==> config.mk <==
export PLATFORM = sky130hd
export DESIGN_NAME = cu_front
export DESIGN_NICKNAME = d
export VERILOG_FILES = /design/src/design/cu_pkg.sv /design/src/design/cu_front.sv
export SDC_FILE = /design/constraint.sdc
export NUM_CORES = 1
export LEC_CHECK = 0
export BUFFER_PORTS_ARGS = -buffer_cell sky130_fd_sc_hd__buf_2
export CORE_MARGIN = 2
export CORE_UTILIZATION = 42
export CTS_BUF_LIST = sky130_fd_sc_hd__clkbuf_8
export DETAILED_ROUTE_END_ITERATION = 16
export GPL_TIMING_DRIVEN = 0
export PLACE_DENSITY = 0.63
export SLEW_MARGIN = 20
export SYNTH_ARGS = -nofsm -noshare
export SYNTH_HDL_FRONTEND = slang
export SYNTH_SLANG_ARGS = --single-unit
export TNS_END_PERCENT = 20
==> constraint.sdc <==
create_clock -name clk -period 4.75 [get_ports clk]
set_input_delay 0.7125 -clock clk [delete_from_list [all_inputs] [get_ports clk]]
set_output_delay 0.7125 -clock clk [all_outputs]
set_load 0.02 [all_outputs]
==> src/design/cu_pkg.sv <==
`timescale 1ns / 1ps
`default_nettype none
package cu_pkg;

  localparam int MAX_ITEMS = 256;
  localparam int MAX_PICK  = 10;

  localparam int RANK_W    = 59;
  localparam int SET_W     = 9;
  localparam int PICK_W    = 4;
  localparam int POS_W     = 4;
  localparam int ELEM_W    = 8;
  localparam int COEF_W    = 59;
  localparam int ROW_W     = MAX_PICK * COEF_W;
  localparam int TBL_DEPTH = MAX_ITEMS + 1;
  localparam int ADDR_W    = $clog2(TBL_DEPTH);
  localparam int CFG_IDX_W = 2;
  localparam int CFG_W     = 9;

  localparam logic [CFG_IDX_W-1:0] CFG_SET_SIZE  = 2'd0;
  localparam logic [CFG_IDX_W-1:0] CFG_PICK_SIZE = 2'd1;

  typedef struct packed {
    logic [RANK_W-1:0] rank;
    logic [SET_W-1:0]  n;
    logic [PICK_W-1:0] r;
    logic              bad;
  } q_entry_t;

  typedef struct packed {
    logic     valid;
    q_entry_t head;
  } front_ctl_t;

  typedef struct packed {
    logic pop;
    logic ready;
  } eng_stat_t;

  typedef enum logic [1:0] {
    E_FILL,
    E_IDLE,
    E_CHECK,
    E_WALK
  } eng_state_t;

  // column j (1..MAX_PICK) of a table row; zero for any other j
  function automatic logic [COEF_W-1:0] col_sel(input logic [ROW_W-1:0] row,
                                                input logic [PICK_W-1:0] j);
    logic [COEF_W-1:0] v;
    v = '0;
    for (int c = 1; c <= MAX_PICK; c++) begin
      if (j == PICK_W'(c)) v = row[(c-1)*COEF_W +: COEF_W];
    end
    return v;
  endfunction

endpackage
`default_nettype wire

==> src/design/cu_front.sv <==
`timescale 1ns / 1ps
`default_nettype none
module cu_front
  import cu_pkg::*;
(
  input  wire logic                 clk,
  input  wire logic                 rst_n,
  input  wire logic                 start,
  output logic                      busy,
  input  wire logic [RANK_W-1:0]    in_rank,
  input  wire logic                 cfg_we,
  input  wire logic [CFG_IDX_W-1:0] cfg_index,
  input  wire logic [CFG_W-1:0]     cfg_wdata,
  input  wire eng_stat_t            stat,
  output front_ctl_t                ctl
);

  logic [SET_W-1:0]  set_size_r;
  logic [PICK_W-1:0] pick_size_r;
  q_entry_t          q_r [2];
  logic              wr_ptr_r, rd_ptr_r;
  logic [1:0]        cnt_r;
  logic              push, pop, bad;
  q_entry_t          entry;

  assign busy = !stat.ready || (cnt_r == 2'd2);
  assign push = start && !busy;
  assign pop  = stat.pop && (cnt_r != 2'd0);

  assign bad = (pick_size_r == '0) || (pick_size_r > PICK_W'(MAX_PICK)) ||
               (set_size_r > SET_W'(MAX_ITEMS)) ||
               ({{(SET_W-PICK_W){1'b0}}, pick_size_r} > set_size_r);

  always_comb begin
    entry.rank = in_rank;
    entry.n    = set_size_r;
    entry.r    = pick_size_r;
    entry.bad  = bad;
  end

  assign ctl.valid = (cnt_r != 2'd0);
  assign ctl.head  = q_r[rd_ptr_r];

  always_ff @(posedge clk) begin
    if (!rst_n) begin
      set_size_r  <= SET_W'(MAX_ITEMS);
      pick_size_r <= PICK_W'(4);
      wr_ptr_r    <= 1'b0;
      rd_ptr_r    <= 1'b0;
      cnt_r       <= 2'd0;
    end else begin
      if (cfg_we) begin
        case (cfg_index)
          CFG_SET_SIZE:  set_size_r  <= cfg_wdata;
          CFG_PICK_SIZE: pick_size_r <= cfg_wdata[PICK_W-1:0];
          default: ;
        endcase
      end
      if (push) wr_ptr_r <= !wr_ptr_r;
      if (pop)  rd_ptr_r <= !rd_ptr_r;
      cnt_r <= cnt_r + {1'b0, push} - {1'b0, pop};
    end
  end

  always_ff @(posedge clk) begin
    if (push) q_r[wr_ptr_r] <= entry;
  end

endmodule
`default_nettype wire

==> impl_table.tex <==
\begin{tabular}{lr}
\hline
Metric & Value \\
\hline
\multicolumn{2}{l}{\textbf{Clock network}} \\
CTS hold repair buffers & 0 \\
Count of instances resized after the clock tree is built & 0 \\
Clock sink count & 164 \\
Clk\_lat worst skew & 0.43 ns \\
Num CTS Buffers & 17 \\
Htree depth & 4 \\
Clock slew at the register clock pins of the worst setup and hold paths & 0.08 ns \\
Clock tree from TritonCTS & built \\
Setup Fix Bufs, Post-CTS & 0 \\
CTS max path bufs & 2 \\
Root Buffer & sky130\_fd\_sc\_hd\_\_clkbuf\_8 \\
\multicolumn{2}{l}{\textbf{Die}} \\
IO Pins & 151 \\
Total die area & 0.0156 mm\^{}2 \\
X dimension of the die & 125 um \\
Height of the die & 125 um \\
Starting density of the core & 0.427 \\
Area of the core & 0.0144 mm\^{}2 \\
Number of placement rows & 44 \\
\multicolumn{2}{l}{\textbf{Yosys}} \\
Count of distinct cell types in the synthesized netlist & 29 \\
Post-synthesis register bit count & 164 \\
Cell count after synthesis & 320 \\
Biggest area contributors in the synthesized netlist & sky130\_fd\_sc\_hd\_\_edfxtp\_1, sky130\_fd\_sc\_hd\_\_mux2\_2, sky130\_fd\_sc\_hd\_\_dfxtp\_1, sky130\_fd\_sc\_hd\_\_mux2i\_1, sky130\_fd\_sc\_hd\_\_nor2b\_1 \\
Cell type contributing the most total cell area after synthesis & sky130\_fd\_sc\_hd\_\_edfxtp\_1 \\
Seq/Total Area, Yosys & 0.770 \\
Cell area after synthesis & 0.00616 mm\^{}2 \\
Net count after synthesis & 402 \\
Avg Cell Area, Syn & 19.2 um\^{}2 \\
Area fraction of the dominant cell type after synthesis & 0.712 \\
Yosys warning count & 0 \\
\multicolumn{2}{l}{\textbf{Route}} \\
Number of vias per cell after detailed routing & 4.78 \\
DRT antenna net count & 0 \\
Routed vias & 3312 \\
DR DRC count & 0 \\
Avg WL per Cell & 16.2 um \\
Drt first-iter violations & 153 \\
Drt pass-1 iters & 5 \\
Post-detailed-routing wire length & 11300 um \\
\multicolumn{2}{l}{\textbf{Worst hold path}} \\
Worst Hold Class & input pin to register \\
\multicolumn{2}{l}{\textbf{Worst setup path}} \\
Data required, critical path & 4.04 ns \\
Worst reg2reg endpoint & cnt\_r[1]\$\_SDFF\_PN0\_ \\
End of the critical path & ctl[13] \\
Arrival time at the worst endpoint & 1.78 ns \\
Critical path class & register to primary output \\
Critical path peak fanout & 10 \\
Setup slack, reg-to-reg & 2.97 ns \\
Sort of element at the start of the critical path & register \\
Startpoint of the lowest-slack register-to-register path & cnt\_r[1]\$\_SDFF\_PN0\_ \\
Number of cell instances on the worst register-to-register path & 8 \\
Endpoint type of the worst setup path & primary output \\
\multicolumn{2}{l}{\textbf{Timing}} \\
Total count of hold-check failures in the final report & 0 \\
Fmax & 0.401 GHz \\
Unrepaired setup endpoints after global routing & false \\
Final Slew Violations & 0 \\
Relative max-transition margin & 0.735 \\
Transition time at the pin with the least slew margin & 0.398 ns \\
Period utilization & 0.525 \\
Fin crit period & 2.49 ns \\
Endpoints failing setup & 0 \\
Post-route setup TNS & 0 ns \\
Final Hold Slack & 0.464 ns \\
Post-Route Skew & 0.00944 ns \\
\multicolumn{2}{l}{\textbf{Layout}} \\
Synthesis-to-finish area growth & 25.0\% \\
Proportion of layout cells with a drive suffix above 1 & 0.528 \\
NumNets Final & 577 \\
Finished Cell Area & 0.00770 mm\^{}2 \\
\multicolumn{2}{l}{\textbf{Outcome}} \\
Run status & finished, final reports clean \\
\multicolumn{2}{l}{\textbf{GRT}} \\
Residual overflow from global routing & 0 \\
Antenna violations before repair & 2 \\
Largest net degree at the start of global routing & 27 \\
Vias in the first global route & 3490 \\
Global-route total usage across every layer & 0.148 \\
Global-route wire length before repair & 17800 um \\
\multicolumn{2}{l}{\textbf{Power}} \\
Cell area power density & 464 mW/mm\^{}2 \\
Worst ir drop on vdd & 212 uV \\
Leakage power total & 2.87 nW \\
\multicolumn{2}{l}{\textbf{Placement}} \\
Detailed-placement wirelength estimate & 7750 um \\
DP Area & 0.00729 mm\^{}2 \\
Gp weighted congestion & 0.730 \\
I/O Buffers & 150 \\
\multicolumn{2}{l}{\textbf{Flow run}} \\
Max capacitance violation total & 0 \\
\hline
\end{tabular}
[final cells by class]
| type | count | area, um^2 |
|---|---|---|
| antenna | 1 | 2.50 |
| buffer | 10 | 72.6 |
| clock buffer | 17 | 234 |
| clock inverter | 15 | 174 |
| fill | 1218 | 6720 |
| inverter | 7 | 26.3 |
| multi-input combinational | 139 | 1330 |
| sequential | 164 | 4740 |
| tap | 184 | 230 |
| timing repair buffer | 156 | 886 |
[stage by stage]
stage / setup slack (ns) / util / total power, mW / instances
6_report: 2.26 / 0.534 / 3.57 / 693
4_1_cts: 2.18 / 0.534 / 3.62 / 692
3_5_place_dp: 2.68 / 0.505 / 2.59 / 660
3_3_place_gp: -1.55 / 0.495 / 2.56 / 654
5_1_grt: 2.14 / 0.534 / 3.73 / 692
2_1_floorplan: 0.334 / - / 2.31 / 320
[state kept, by name (all words and copies together) (netlist names), named ones only]
name / count
cnt_r: 2
pick_size_r: 4
q_r: 146
rd_ptr_r: 1
set_size_r: 9
wr_ptr_r: 1
[report_power, final]
group	internal (mW)	switching, mW
registers	1.67	0.0294
clock network	0.558	0.469
logic	0.365	0.477
[cell families after synthesis]
family                     share of synthesized area
buffers and inverters                         0.0160
adders and majority gates                     0.0122
muxes                                          0.150
xor gates and xnor gates                     0.00427
DFF                                            0.770
AOI/OAI and AO/OA                             0.0128
and+or+nand+nor                               0.0345
[cell usage in the layout (no fill, tap or decap), types with 2 or more instances in the layout]
master                       count
sky130_fd_sc_hd__a21oi_1         6
sky130_fd_sc_hd__and2_1          4
sky130_fd_sc_hd__buf_12          4
sky130_fd_sc_hd__buf_16          2
sky130_fd_sc_hd__buf_2         151
sky130_fd_sc_hd__buf_4           7
sky130_fd_sc_hd__bufinv_16       4
sky130_fd_sc_hd__clkbuf_8       17
sky130_fd_sc_hd__clkinv_1        3
sky130_fd_sc_hd__clkinvlp_4      3
sky130_fd_sc_hd__dfxtp_1        18
sky130_fd_sc_hd__edfxtp_1      146
sky130_fd_sc_hd__ha_1            6
sky130_fd_sc_hd__inv_1          11
sky130_fd_sc_hd__mux2_2         73
sky130_fd_sc_hd__mux2i_1        10
sky130_fd_sc_hd__nand2_1         4
sky130_fd_sc_hd__nor2_1          4
sky130_fd_sc_hd__nor2_4          2
sky130_fd_sc_hd__nor2b_1        14
sky130_fd_sc_hd__xnor2_1         3
[synthesized netlist by cell type]
| cell | n |
|---|---|
| sky130_fd_sc_hd__edfxtp_1 | 146 |
| sky130_fd_sc_hd__mux2_2 | 73 |
| sky130_fd_sc_hd__dfxtp_1 | 18 |
| sky130_fd_sc_hd__nor2b_1 | 14 |
| sky130_fd_sc_hd__mux2i_1 | 10 |
| sky130_fd_sc_hd__buf_4 | 7 |
| sky130_fd_sc_hd__inv_1 | 7 |
| sky130_fd_sc_hd__a21oi_1 | 6 |
| sky130_fd_sc_hd__ha_1 | 6 |
| sky130_fd_sc_hd__nor2_1 | 6 |
| sky130_fd_sc_hd__and2_1 | 4 |
| sky130_fd_sc_hd__nand2_1 | 4 |
| sky130_fd_sc_hd__xnor2_1 | 3 |
| sky130_fd_sc_hd__a211o_1 | 1 |
| sky130_fd_sc_hd__a211oi_1 | 1 |
| sky130_fd_sc_hd__buf_2 | 1 |
| sky130_fd_sc_hd__buf_6 | 1 |
| sky130_fd_sc_hd__clkbuf_1 | 1 |
| sky130_fd_sc_hd__nand3b_1 | 1 |
| sky130_fd_sc_hd__nand4_1 | 1 |
| sky130_fd_sc_hd__nor3_1 | 1 |
| sky130_fd_sc_hd__nor3b_4 | 1 |
| sky130_fd_sc_hd__nor4_1 | 1 |
| sky130_fd_sc_hd__nor4_2 | 1 |
| sky130_fd_sc_hd__o211ai_1 | 1 |
| sky130_fd_sc_hd__o211ai_2 | 1 |
| sky130_fd_sc_hd__o21a_1 | 1 |
| sky130_fd_sc_hd__o21ai_0 | 1 |
| sky130_fd_sc_hd__or2_1 | 1 |
[metal layers]
layer | share of wire | wire length [um] | vias to the layer above | global-route usage
met1 | 0.43 | 4870 | 1596 | 0.178
met4 | 0.016 | 178 | 2 | 0.0647
met2 | 0.48 | 5390 | 121 | 0.240
met3 | 0.072 | 809 | 15 | 0.0539
met5 | 0.00062 | 7 | - | 0
li1 | - | - | 1578 | -
[critical path, cell delays in order, from the launching register on]
cell and delay [ns]:
sky130_fd_sc_hd__dfxtp_1 0.31, sky130_fd_sc_hd__buf_2 0.26, sky130_fd_sc_hd__buf_4 0.26, sky130_fd_sc_hd__mux2_2 0.36, sky130_fd_sc_hd__buf_2 0.17
[how the worst min path moves through the flow]
stage                                           from              endpoint  slack, ns  cells past startpoint
after CTS                                in_rank[31]  q_r[1][45]$_DFFE_PP_       0.42                      1
after detailed placement  set_size_r[2]$_SDFFE_PN0P_   q_r[0][7]$_DFFE_PP_       0.47                      0
after global routing                     in_rank[10]  q_r[1][24]$_DFFE_PP_       0.43                      1
after global placement    set_size_r[2]$_SDFFE_PN0P_   q_r[0][7]$_DFFE_PP_       0.48                      0
final                                     in_rank[3]  q_r[0][17]$_DFFE_PP_       0.46                      1
after floorplan           set_size_r[1]$_SDFFE_PN0P_   q_r[0][6]$_DFFE_PP_       0.45                      0
(Power assumes the default switching activity.)
